--- src/hw/rtl/i2ctrf_pkg.sv ---
package i2ctrf_pkg;

    // register store geometry
    localparam int REG_COUNT = 256;
    localparam int ADDR_W    = 8;
    localparam int DATA_W    = 8;

    // data-ready counter
    localparam int                CNT_W       = 18;
    localparam logic [CNT_W-1:0]  CNT_MAX     = {CNT_W{1'b1}};
    localparam logic [CNT_W-1:0]  DELAY_RESET = 18'd200000;

    // apb register addresses
    localparam logic [2:0]        ADDR_READY_DELAY = 3'd0;

    // special pointer values
    localparam logic [ADDR_W-1:0] PTR_READY_CLEAR = 8'h80;
    localparam logic [ADDR_W-1:0] PTR_REMAP_FROM  = 8'h81;
    localparam logic [ADDR_W-1:0] PTR_REMAP_TO    = 8'h82;

    // write port of the register store
    typedef struct packed {
        logic              en;
        logic [ADDR_W-1:0] addr;
        logic [DATA_W-1:0] data;
    } store_wr_t;

    // contents of the store after reset: identity bytes, zero elsewhere
    function automatic logic [DATA_W-1:0] init_value(input logic [ADDR_W-1:0] addr);
        logic [DATA_W-1:0] val;
        case (addr)
            8'h00:   val = 8'h03;
            8'h1F:   val = 8'h05;
            8'h7F:   val = 8'h01;
            8'h80:   val = 8'h23;
            8'h81:   val = 8'h45;
            8'h82:   val = 8'h67;
            8'h83:   val = 8'h89;
            default: val = 8'h00;
        endcase
        return val;
    endfunction

endpackage

--- src/hw/rtl/i2ctrf_regstore.sv ---
module i2ctrf_regstore
    import i2ctrf_pkg::*;
(
    input  logic              clk,
    input  logic              rst_n,
    input  store_wr_t         wr,
    input  logic [ADDR_W-1:0] rd_addr,
    output logic [DATA_W-1:0] rd_data
);

    logic [DATA_W-1:0]    store_mem [REG_COUNT];
    logic [DATA_W-1:0]    mem_q_reg;
    logic [REG_COUNT-1:0] valid_reg;
    logic                 valid_q_reg;
    logic                 fwd_reg;
    logic [DATA_W-1:0]    fwd_data_reg;
    logic [ADDR_W-1:0]    addr_q_reg;

    // synchronous memory, one write and one read port
    always_ff @(posedge clk)
    begin
        if (wr.en)
        begin
            store_mem[wr.addr] <= wr.data;
        end
        mem_q_reg    <= store_mem[rd_addr];
        fwd_data_reg <= wr.data;
    end

    // valid bits, forwarding flag and registered read address
    always_ff @(posedge clk or negedge rst_n)
    begin
        if (!rst_n)
        begin
            valid_reg   <= '0;
            valid_q_reg <= 1'b0;
            fwd_reg     <= 1'b0;
            addr_q_reg  <= '0;
        end
        else
        begin
            if (wr.en)
            begin
                valid_reg[wr.addr] <= 1'b1;
            end
            valid_q_reg <= valid_reg[rd_addr];
            fwd_reg     <= wr.en && (wr.addr == rd_addr);
            addr_q_reg  <= rd_addr;
        end
    end

    // same-address write wins, unwritten entries read their reset byte
    always_comb
    begin
        if (fwd_reg)
        begin
            rd_data = fwd_data_reg;
        end
        else if (valid_q_reg)
        begin
            rd_data = mem_q_reg;
        end
        else
        begin
            rd_data = init_value(addr_q_reg);
        end
    end

endmodule

--- src/hw/rtl/i2c_target_register_file.sv ---
// I2C target with a 256-byte register file, stepped on sampled bus lines.
// Input stream (s_axis): one word per tick of sampled SCL/SDA levels plus
// update flags that choose whether each line's latched level is refreshed.
// Output stream (m_axis): one word per input word with the SDA drive
// enable, the driven SDA level and the data-ready pin, after the step.
// Configuration: APB register at address 0 holds the data-ready delay in
// ticks (18 bits, 200000 after reset).
// Throughput: one word per cycle while the skid stage is empty. The register
// bytes sit in a 256x8 synchronous memory read ahead at the next pointer
// value, with forwarding of a write to the same byte; that read bounds the step.
// Output: a result is registered before it appears on m_axis.
// When m_axis stalls, one more result is held in a skid stage and
// s_axis_tready drops only once that stage is full.
// Reset: the state machine waits for an idle bus, the lines read high, the
// counter and data-ready clear, and every byte reads its reset value at
// once (per-byte valid bits), so words are accepted right after reset.
module i2c_target_register_file
    import i2ctrf_pkg::*;
(
    input  logic        clk,
    input  logic        rst_n,
    input  logic        s_axis_tvalid,
    output logic        s_axis_tready,
    input  logic [7:0]  s_axis_tdata,   // scl_level, scl_update, sda_level, sda_update
    output logic        m_axis_tvalid,
    input  logic        m_axis_tready,
    output logic [7:0]  m_axis_tdata,   // sda_drive_enable, sda_out, data_ready
    input  logic        psel,
    input  logic        penable,
    input  logic        pwrite,
    input  logic [2:0]  paddr,
    input  logic [31:0] pwdata,
    output logic [31:0] prdata,
    output logic        pready
);

    localparam logic [4:0] S_IDLE       = 5'd0;
    localparam logic [4:0] S_START      = 5'd1;
    localparam logic [4:0] S_ADDR       = 5'd2;
    localparam logic [4:0] S_ACK_RISE   = 5'd3;
    localparam logic [4:0] S_ACK_FALL   = 5'd4;
    localparam logic [4:0] S_PTR        = 5'd5;
    localparam logic [4:0] S_D1_RISE    = 5'd6;
    localparam logic [4:0] S_D1_LOW     = 5'd7;
    localparam logic [4:0] S_DATA_IN    = 5'd8;
    localparam logic [4:0] S_STOP_RISE  = 5'd9;
    localparam logic [4:0] S_STOP_HIGH  = 5'd10;
    localparam logic [4:0] S_TX_BIT     = 5'd11;
    localparam logic [4:0] S_TX_END     = 5'd12;
    localparam logic [4:0] S_MACK       = 5'd13;
    localparam logic [4:0] S_MNACK_FALL = 5'd14;
    localparam logic [4:0] S_MACK_FALL  = 5'd15;

    logic [CNT_W-1:0]  delay_reg;
    logic [4:0]        fsm_state_reg, fsm_state_next;
    logic [4:0]        ret_reg, ret_next;
    logic [3:0]        bit_cnt_reg, bit_cnt_next;
    logic [DATA_W-1:0] shift_reg, shift_next;
    logic [ADDR_W-1:0] ptr_reg, ptr_next;
    logic              rw_reg, rw_next;
    logic              scl_reg, scl_next;
    logic              sda_reg, sda_next;
    logic              scl_prev_reg;
    logic              sda_prev_reg;
    logic              drv_en_reg, drv_en_next;
    logic              drv_val_reg, drv_val_next;
    logic              rdy_reg, rdy_next;
    logic [CNT_W-1:0]  cnt_reg, cnt_next;

    logic              out_valid_reg;
    logic [2:0]        out_data_reg;
    logic              skid_valid_reg;
    logic [2:0]        skid_data_reg;

    logic              accept;
    logic              rise;
    logic              fall;
    logic              rdy_clear;
    logic [3:0]        bit_inc;
    logic [DATA_W-1:0] shift_in;
    logic [ADDR_W-1:0] ptr_byte;
    logic [CNT_W-1:0]  cnt_base;
    logic [2:0]        result;
    logic [DATA_W-1:0] rd_data;
    store_wr_t         store_wr;

    // apb register
    assign pready = 1'b1;

    always_ff @(posedge clk or negedge rst_n)
    begin
        if (!rst_n)
        begin
            delay_reg <= DELAY_RESET;
        end
        else if (psel && penable && pwrite && pready && (paddr == ADDR_READY_DELAY))
        begin
            delay_reg <= pwdata[CNT_W-1:0];
        end
    end

    always_comb
    begin
        if (paddr == ADDR_READY_DELAY)
        begin
            prdata = {{(32-CNT_W){1'b0}}, delay_reg};
        end
        else
        begin
            prdata = '0;
        end
    end

    // handshake
    assign s_axis_tready = !skid_valid_reg;
    assign accept        = s_axis_tvalid && s_axis_tready;

    // line latching and edge detection
    assign scl_next = s_axis_tdata[1] ? s_axis_tdata[0] : scl_reg;
    assign sda_next = s_axis_tdata[3] ? s_axis_tdata[2] : sda_reg;
    assign rise     = !scl_prev_reg && scl_next;
    assign fall     = scl_prev_reg && !scl_next;
    assign bit_inc  = bit_cnt_reg + 4'd1;
    assign shift_in = {shift_reg[DATA_W-2:0], sda_next};
    assign ptr_byte = (shift_in == PTR_REMAP_FROM) ? PTR_REMAP_TO : shift_in;

    // bus state machine
    always_comb
    begin
        fsm_state_next = fsm_state_reg;
        ret_next       = ret_reg;
        bit_cnt_next   = bit_cnt_reg;
        shift_next     = shift_reg;
        ptr_next       = ptr_reg;
        rw_next        = rw_reg;
        drv_en_next    = drv_en_reg;
        drv_val_next   = drv_val_reg;
        rdy_clear      = 1'b0;
        store_wr       = '{en: 1'b0, addr: ptr_reg, data: shift_in};
        case (fsm_state_reg)
            S_IDLE:
            begin
                if (scl_next && sda_next)
                begin
                    fsm_state_next = S_START;
                end
            end
            S_START:
            begin
                if (scl_next && !sda_next)
                begin
                    fsm_state_next = ret_reg;
                end
                else if (!scl_next)
                begin
                    fsm_state_next = S_IDLE;
                end
            end
            S_ADDR:
            begin
                if (rise)
                begin
                    shift_next   = shift_in;
                    bit_cnt_next = bit_inc;
                    if (bit_inc == 4'd8)
                    begin
                        rw_next        = shift_in[0];
                        shift_next     = '0;
                        bit_cnt_next   = '0;
                        ret_next       = shift_in[0] ? S_TX_BIT : S_PTR;
                        fsm_state_next = S_ACK_RISE;
                    end
                end
            end
            S_ACK_RISE:
            begin
                if (rise)
                begin
                    drv_en_next    = 1'b1;
                    drv_val_next   = 1'b0;
                    fsm_state_next = S_ACK_FALL;
                end
            end
            S_ACK_FALL:
            begin
                if (fall)
                begin
                    drv_en_next    = 1'b0;
                    drv_val_next   = 1'b1;
                    fsm_state_next = ret_reg;
                end
            end
            S_PTR:
            begin
                if (rise)
                begin
                    shift_next   = shift_in;
                    bit_cnt_next = bit_inc;
                    if (bit_inc == 4'd8)
                    begin
                        rdy_clear      = (ptr_byte == PTR_READY_CLEAR);
                        ptr_next       = ptr_byte;
                        shift_next     = '0;
                        bit_cnt_next   = '0;
                        ret_next       = S_D1_RISE;
                        fsm_state_next = S_ACK_RISE;
                    end
                end
            end
            S_D1_RISE:
            begin
                if (rise)
                begin
                    fsm_state_next = S_D1_LOW;
                end
            end
            S_D1_LOW:
            begin
                if (!scl_next)
                begin
                    shift_next     = shift_reg | {{(DATA_W-1){1'b0}}, sda_prev_reg};
                    bit_cnt_next   = 4'd1;
                    fsm_state_next = S_DATA_IN;
                end
                else if (!sda_next && sda_prev_reg)
                begin
                    ret_next       = S_ADDR;
                    fsm_state_next = S_START;
                end
            end
            S_DATA_IN:
            begin
                if (rise)
                begin
                    shift_next   = shift_in;
                    bit_cnt_next = bit_inc;
                    if (bit_inc == 4'd8)
                    begin
                        store_wr.en    = accept;
                        shift_next     = '0;
                        bit_cnt_next   = '0;
                        ret_next       = S_STOP_RISE;
                        fsm_state_next = S_ACK_RISE;
                    end
                end
            end
            S_STOP_RISE:
            begin
                if (rise && !sda_next)
                begin
                    fsm_state_next = S_STOP_HIGH;
                end
            end
            S_STOP_HIGH:
            begin
                if (scl_next && sda_next)
                begin
                    ret_next       = S_ADDR;
                    fsm_state_next = S_IDLE;
                end
            end
            S_TX_BIT:
            begin
                if (rise)
                begin
                    drv_en_next  = 1'b1;
                    drv_val_next = rd_data[~bit_cnt_reg[2:0]];
                    bit_cnt_next = bit_inc;
                    if (bit_inc == 4'd8)
                    begin
                        shift_next     = '0;
                        bit_cnt_next   = '0;
                        fsm_state_next = S_TX_END;
                    end
                end
            end
            S_TX_END:
            begin
                if (fall)
                begin
                    drv_en_next    = 1'b0;
                    drv_val_next   = 1'b1;
                    fsm_state_next = S_MACK;
                end
            end
            S_MACK:
            begin
                if (rise)
                begin
                    if (sda_next)
                    begin
                        fsm_state_next = S_MNACK_FALL;
                    end
                    else
                    begin
                        ptr_next       = ptr_reg + 8'd1;
                        fsm_state_next = S_MACK_FALL;
                    end
                end
            end
            S_MNACK_FALL:
            begin
                if (fall)
                begin
                    ret_next       = S_ADDR;
                    fsm_state_next = S_STOP_RISE;
                end
            end
            S_MACK_FALL:
            begin
                if (fall)
                begin
                    fsm_state_next = S_TX_BIT;
                end
            end
            default:
            begin
                fsm_state_next = S_IDLE;
            end
        endcase
    end

    // saturating data-ready counter
    always_comb
    begin
        cnt_base = rdy_clear ? '0 : cnt_reg;
        cnt_next = (cnt_base != CNT_MAX) ? cnt_base + 18'd1 : cnt_base;
        rdy_next = (cnt_next == delay_reg) ? 1'b1 : (rdy_reg && !rdy_clear);
    end

    assign result = {rdy_next, drv_en_next && drv_val_next, drv_en_next};

    // register store, read ahead at the next pointer
    i2ctrf_regstore u_regstore (
        .clk     (clk),
        .rst_n   (rst_n),
        .wr      (store_wr),
        .rd_addr (accept ? ptr_next : ptr_reg),
        .rd_data (rd_data)
    );

    // state registers, stepped once per accepted word
    always_ff @(posedge clk or negedge rst_n)
    begin
        if (!rst_n)
        begin
            fsm_state_reg <= S_IDLE;
            ret_reg       <= S_ADDR;
            bit_cnt_reg   <= '0;
            shift_reg     <= '0;
            ptr_reg       <= '0;
            rw_reg        <= 1'b0;
            scl_reg       <= 1'b1;
            sda_reg       <= 1'b1;
            scl_prev_reg  <= 1'b1;
            sda_prev_reg  <= 1'b1;
            drv_en_reg    <= 1'b0;
            drv_val_reg   <= 1'b0;
            rdy_reg       <= 1'b0;
            cnt_reg       <= '0;
        end
        else if (accept)
        begin
            fsm_state_reg <= fsm_state_next;
            ret_reg       <= ret_next;
            bit_cnt_reg   <= bit_cnt_next;
            shift_reg     <= shift_next;
            ptr_reg       <= ptr_next;
            rw_reg        <= rw_next;
            scl_reg       <= scl_next;
            sda_reg       <= sda_next;
            scl_prev_reg  <= scl_next;
            sda_prev_reg  <= sda_next;
            drv_en_reg    <= drv_en_next;
            drv_val_reg   <= drv_val_next;
            rdy_reg       <= rdy_next;
            cnt_reg       <= cnt_next;
        end
    end

    // output register with skid stage
    always_ff @(posedge clk or negedge rst_n)
    begin
        if (!rst_n)
        begin
            out_valid_reg  <= 1'b0;
            skid_valid_reg <= 1'b0;
        end
        else if (!out_valid_reg || m_axis_tready)
        begin
            if (skid_valid_reg)
            begin
                out_valid_reg  <= 1'b1;
                skid_valid_reg <= 1'b0;
            end
            else
            begin
                out_valid_reg <= accept;
            end
        end
        else if (accept)
        begin
            skid_valid_reg <= 1'b1;
        end
    end

    always_ff @(posedge clk)
    begin
        if (!out_valid_reg || m_axis_tready)
        begin
            out_data_reg <= skid_valid_reg ? skid_data_reg : result;
        end
        else if (accept)
        begin
            skid_data_reg <= result;
        end
    end

    assign m_axis_tvalid = out_valid_reg;
    assign m_axis_tdata  = {5'b0, out_data_reg};

endmodule

--- config.mk ---
export PLATFORM = sky130hd
export DESIGN_NAME = i2c_target_register_file
export DESIGN_NICKNAME = d
export VERILOG_FILES = /design/src/hw/rtl/i2ctrf_pkg.sv /design/src/hw/rtl/i2ctrf_regstore.sv /design/src/hw/rtl/i2c_target_register_file.sv
export SDC_FILE = /design/constraint.sdc
export NUM_CORES = 2
export LEC_CHECK = 0
export BUFFER_PORTS_ARGS = -buffer_cell sky130_fd_sc_hd__buf_2
export CAP_MARGIN = 40
export CELL_PAD_IN_SITES_DETAIL_PLACEMENT = 0
export CELL_PAD_IN_SITES_GLOBAL_PLACEMENT = 1
export CORE_MARGIN = 4
export CORE_UTILIZATION = 40
export CTS_CLUSTER_DIAMETER = 100
export DETAILED_ROUTE_END_ITERATION = 16
export GPL_TIMING_DRIVEN = 0
export PLACE_DENSITY_LB_ADDON = 0.1
export SLEW_MARGIN = 20
export SYNTH_ARGS = -nofsm -noshare
export SYNTH_HDL_FRONTEND = slang
export SYNTH_HIERARCHICAL = 1
export SYNTH_SLANG_ARGS = --single-unit
--- constraint.sdc ---
create_clock -name clk -period 9.35 [get_ports clk]
set_input_delay 0.4675 -clock clk [delete_from_list [all_inputs] [get_ports clk]]
set_output_delay 0.4675 -clock clk [all_outputs]
set_load 0.02 [all_outputs]
# After elaboration in Yosys (flattened, before gate mapping)

Memories as Yosys holds them, arrays and structs flattened. A register that Yosys moved wholly into a read port is not among the register bits.
Index checks and enable logic that the tools add are counted.

Flip-flop bits (word level): 345
Memory bits (writable): 2048
Input port bits: 50
Output and inout bits: 43
Logic and storage cells: 205
Memories kept: 1

Add/sub/neg operators: 3
Order comparisons: 4
Eq/ne operators: 53
Muxes and demuxes: 83
Bitwise gates (word level): 4
Reductions and logical operators: 37

Memory list:

| memory               | depth | bits a word | rd ports | clocked after memory_dff | wr ports | line                  | text |
|---|---|---|---|---|---|---|---|
| u_regstore.store_mem | 256   | 8           | 1        | 1                        | 1        | i2ctrf_regstore.sv:11 | `logic [DATA_W-1:0] store_mem [REG_COUNT];` |

Operators by type and width:

| kind                                                 | number |
|---|---|
| OR 256 bit                                           | 1 |
| two-way mux 5 bit                                    | 28 |
| two-way mux 8 bit                                    | 13 |
| case mux 5 bit (14 select lines)                     | 1 |
| case mux 8 bit (7 select lines)                      | 1 |
| two-way mux 18 bit                                   | 3 |
| equality test 8 bit (second input constant)          | 6 |
| inequality test 2 bit (second input constant)        | 21 |
| equality test 5 x 4 -> 1 bit (second input constant) | 8 |
| case mux 5 bit (6 select lines)                      | 1 |
| case mux 8 bit (3 select lines)                      | 1 |
| two-way mux 1 bit                                    | 23 |
| equality test 5 x 3 -> 1 bit (second input constant) | 4 |
| adder 18 x 1 -> 18 bit (second input constant)       | 1 |
| equality test 18 bit                                 | 1 |
| < comparator 8 x 9 -> 1 bit (second input constant)  | 2 |
| inequality test 18 bit (second input constant)       | 1 |
| AND reduction 17 bit                                 | 1 |
| two-way mux 4 bit                                    | 4 |
| case mux 8 bit (2 select lines)                      | 1 |
| logical AND 1 bit                                    | 14 |
| AND reduction 12 bit                                 | 1 |
| equality test 5 x 2 -> 1 bit (second input constant) | 2 |
| adder 8 x 1 -> 8 bit (second input constant)         | 1 |
| other kinds (34)                                     | 44 |

# Depth between registers and ports, before layout

Depth in word-level cells: 13
Gate-level depth with buffers: 19
Depth with buffers taken out: 15

# Hierarchy

Netlist, hierarchy kept.

By module, submodules not included:

| module                   | times used | cells each | area an instance (um^2) | seq. area each (um^2) |
|---|---|---|---|---|
| i2ctrf_regstore          | 1          | 4539       | 90306.6                 | 68475.7 |
| i2c_target_register_file | 1          | 667        | 5555.3                  | 1943.1 |

# Worst setup path before layout

OpenSTA, ideal clock, no wires.

Path kind: input port to flip-flop
From: input port s_axis_tdata[3]
To: register u_regstore.mem_q_reg[6], read port of u_regstore.store_mem
Library setup time: 0.129 ns
Data arrival time: 7.409 ns
Required time: 9.221 ns
Setup slack: 1.813 ns
Stages: 14
Buffers on the path: 1
Path through: mux2i_2 > clkinv_1 > nor3_2 > nand2_1 > nor2_1 > nand3_1 > o32a_1 > o21ai_0 > clkbuf_1 > nand2_1 > a21oi_1 > nor3_1 > o41ai_1 > nor3_1

Word-level cells in the longest chain between the ends: 7
Elaborated cells between the ends (all ways): 9

RTL lines:

| item                                | line                            | text |
|---|---|---|
| from (decl)                         | i2c_target_register_file.sv:24  | `input logic [7:0] s_axis_tdata,` |
| two-way mux 1 bit (*)               | i2c_target_register_file.sv:120 | `assign sda_next = s_axis_tdata[3] ? s_axis_tdata[2] : sda_reg;` |
| net sda_next                        | i2c_target_register_file.sv:62  | `logic sda_reg, sda_next;` |
| equality test 8 bit                 | i2c_target_register_file.sv:125 | `assign ptr_byte = (shift_in == PTR_REMAP_FROM) ? PTR_REMAP_TO : shift_in;` |
| two-way mux 8 bit                   | i2c_target_register_file.sv:125 |  |
| two-way mux 8 bit                   | i2c_target_register_file.sv:199 | `if (bit_inc == 4'd8)` |
| two-way mux 8 bit                   | i2c_target_register_file.sv:195 | `if (rise)` |
| case mux 8 bit (2 select lines) (*) | i2c_target_register_file.sv:140 | `case (fsm_state_reg)` |
| two-way mux 8 bit (*)               | --                              |  |
| to (decl)                           | i2ctrf_regstore.sv:12           | `logic [DATA_W-1:0] mem_q_reg;` |

Mark *: on every way through the listed nets, which the timed path passes. The rest lies on a longest branch.
A chain may end at the register's enable or synchronous reset.

==> results.json <==
{
  "reg2reg_depth": 16,
  "clock_skew_ps": 60.7,
  "syn_area_um2": 95900,
  "synth-seq-cells": 2406,
  "drive_gt1_frac": 0.306,
  "reg2reg_setup_slack_ps": 2260,
  "cts_setup_buffers": 0,
  "synth-seq-area-share": 0.735,
  "dp_hpwl_um": 230000,
  "vias_per_cell": 5.87,
  "tightestPinTransition_ps": 1030,
  "drt_iter0_drc": 5925,
  "portBuffers": 54,
  "drtAntennaViolNets": 0,
  "synth.distinct_cells": 95,
  "grt_pass1_wl_um": 445000,
  "yosysTopAreaCell": "edfxtp_1",
  "gr-usage-met1": 0.359,
  "fin_crit_ps": 7090,
  "clkLatencyLatePin_ps": 940,
  "yosys.area.top_type_share": 0.643,
  "ys_warn_count": 6,
  "place_area_um2": 104000,
  "drtPass1Iterations": 5,
  "required_ps": 10120,
  "syn_inst": 5206,
  "setup_viol": 0,
  "arrival_ps": 7870,
  "ir_worst_vdd_mv": 0.199,
  "status": "finished clean",
  "drv_cap": 0,
  "wl_per_cell_um": 34.7,
  "path_class": "register to register",
  "place.gp.congestion": 0.893,
  "syn_area_per_cell_um2": 18.4,
  "cp-start-kind": "register",
  "slew_viol_final": 0,
  "clk_pin_slew_ps": 60,
  "period_share": 0.759,
  "grt_overflow": 0,
  "vias": 54600,
  "synthTopCellsByArea": "edfxtp_1, mux4_2, dfrtp_1",
  "grt_usage": 0.258,
  "syn2layout_area_growth_pct": 18.2,
  "grtUsageMet2": 0.405,
  "cts_buffers": 280,
  "h-tree-depth": 5,
  "powerDensity_nw_per_um2": 241,
  "yosys-top-cells-count": "edfxtp_1, mux4_2, nor2_1",
  "hold_path.class": "input pin to asynchronous set/reset pin",
  "cts_resized": 0,
  "wl_um": 323000,
  "busiest_layer": "met2",
  "p_leak_nw": 38.3,
  "drc": 0,
  "clock_sinks": 2406,
  "final_util": 0.476,
  "synth.most_common_cell": "edfxtp_1",
  "cts_tree": "done",
  "largest_register_ffs": 2048,
  "first_global_vias": 54100,
  "hold_viol": 0,
  "die_h_um": 498,
  "worst-path-max-fanout": 77,
  "initial_core_util": 0.403,
  "antenna_found_initial": 9,
  "async_flop_share": 0.140,
  "r2r_end": "u_regstore/mem_q_reg[0]$_DFF_P_",
  "fmax_ghz": 0.141,
  "timing.rr.start": "sda_prev_reg$_DFFE_PN1P_",
  "core.rowCount": 179,
  "final_cell_area_um2": 113000,
  "io-pin-count": 93,
  "cp_slowest_cell": "nor4_2",
  "core_area_um2": 238000,
  "die_area_um2": 248000,
  "path_cells": "mux2i_2 > clkinv_4 > buf_16 > nor3_2 > nand2_1 > o32a_1 > o21ai_2 > buf_6 > buf_4 > buf_2 > clkbuf_2 > clkbuf_1 > a211oi_2 > nor4_2 > nor4_1 > clkdlybuf4s15_2",
  "nNetsFinal": 5985,
  "rsz0062_at_grt": "no",
  "die_width_um": 498,
  "met3_usage": 0.0590,
  "worst_path_largest_cell_delay_ps": 800,
  "cts_root_buffer": "clkbuf_16",
  "synth_edf_count": 2054,
  "cp-end-kind": "register",
  "cts_buffer_depth": 4,
  "synth_ff_type": "edfxtp_1",
  "max-slew-margin-rel": 0.308,
  "grt_start_max_net_pins": 94,
  "power_mw": 27.3
}
-- power breakdown --
group          switching (mW)  internal, mW
sequential              0.199          12.4
combinational            2.64          1.47
clock                    4.26          6.32
-- layer usage --
metal,vias up,share of wire,wire length (µm)
met5,-,0,0
met4,0,0.035,11200
met3,516,0.083,27000
met2,2350,0.47,151000
met1,29400,0.42,134000
li1,22400,-,-
-- per-stage QoR --
stage / hold WS, ps / cells / TNS [ps] / worst slack, ps
2_1_floorplan: 172 / 5224 / 0 / 1810
3_3_place_gp: 445 / 8445 / -368330 / -7700
3_5_place_dp: 386 / 8758 / 0 / 2030
4_1_cts: 7.38 / 9272 / 0 / 2270
5_1_grt: 53.4 / 9307 / 0 / 1980
6_report: 40.8 / 9310 / 0 / 2260
-- how the worst max path moves through the flow --
stage / end / from / depth (start not counted) / slack (ps)
global route: u_regstore/mem_q_reg[3]$_DFF_P_ / sda_prev_reg$_DFFE_PN1P_ / 18 / 1980
finish: u_regstore/mem_q_reg[0]$_DFF_P_ / sda_prev_reg$_DFFE_PN1P_ / 16 / 2260
global placement: u_regstore/valid_q_reg$_DFF_PN0_ / s_axis_tdata[3] / 15 / -7700
floorplan: u_regstore/mem_q_reg[6]$_DFF_P_ / s_axis_tdata[3] / 14 / 1810
detailed placement: u_regstore/mem_q_reg[0]$_DFF_P_ / s_axis_tdata[3] / 17 / 2030
CTS: u_regstore/mem_q_reg[0]$_DFF_P_ / sda_prev_reg$_DFFE_PN1P_ / 16 / 2270
-- final cells by class --
type                            instances  area [µm²]
Antenna cell                            4        10.0
Timing Repair Buffer                  425        4260
Sequential cell                      2406       70400
Tap cell                             3167        3960
Multi-Input combinational cell       2476       23800
Clock buffer                          406        7930
Inverter                               19        76.3
Buffer                                323        1950
Clock inverter                         84         863
Fill cell                           20000      125000
-- cell families after synthesis --
family                   synth area share
AO/OA/AOI/OAI                      0.0482
XOR/XNOR                          0.00192
adder cells (fa/ha/maj)          0.000522
buffers and inverters              0.0206
flip-flops                          0.735
multiplexers                        0.137
other                           0.0000783
AND/OR/NAND/NOR                    0.0573
-- repair_timing --
| action | CTS | global route |
|---|---|---|
| hold buffers | 24 | 0 |
| endpoints found under the setup margin | 0 | 0 |
| hold endpoints to repair | 178 | 0 |
-- worst max-delay path: cells and delay by family (launching register included) --
family,cells,cell delay (ps)
buf+inv,8,3420
simple gates,4,1510
compound gates,3,870
mux,1,630
flops,1,400
-- cells in the final DEF (no fill, tap or decap), drive strengths merged, types with 12 or more instances in the layout --
cell	Yosys	layout
a211oi	19	19
a21oi	143	143
a22o	23	23
a22oi	195	195
a31oi	12	12
and2	30	30
and3	16	16
buf	180	577
bufinv	0	16
clkbuf	143	551
clkinv	3	56
conb	2	20
dfrtp	327	327
dfxtp	16	16
dlygate4sd3	0	24
edfxtp	2054	2054
inv	16	28
mux2	53	53
mux2i	147	147
mux4	490	490
nand2	150	150
nand2b	14	14
nand3	62	62
nand4	24	24
nor2	343	343
nor2b	30	30
nor3	46	46
nor4	34	34
o211ai	15	15
o21ai	91	91
o221ai	45	45
o22ai	50	50
or2	262	262
or3	13	13
xnor2	15	15
(Power assumes the default switching activity.)
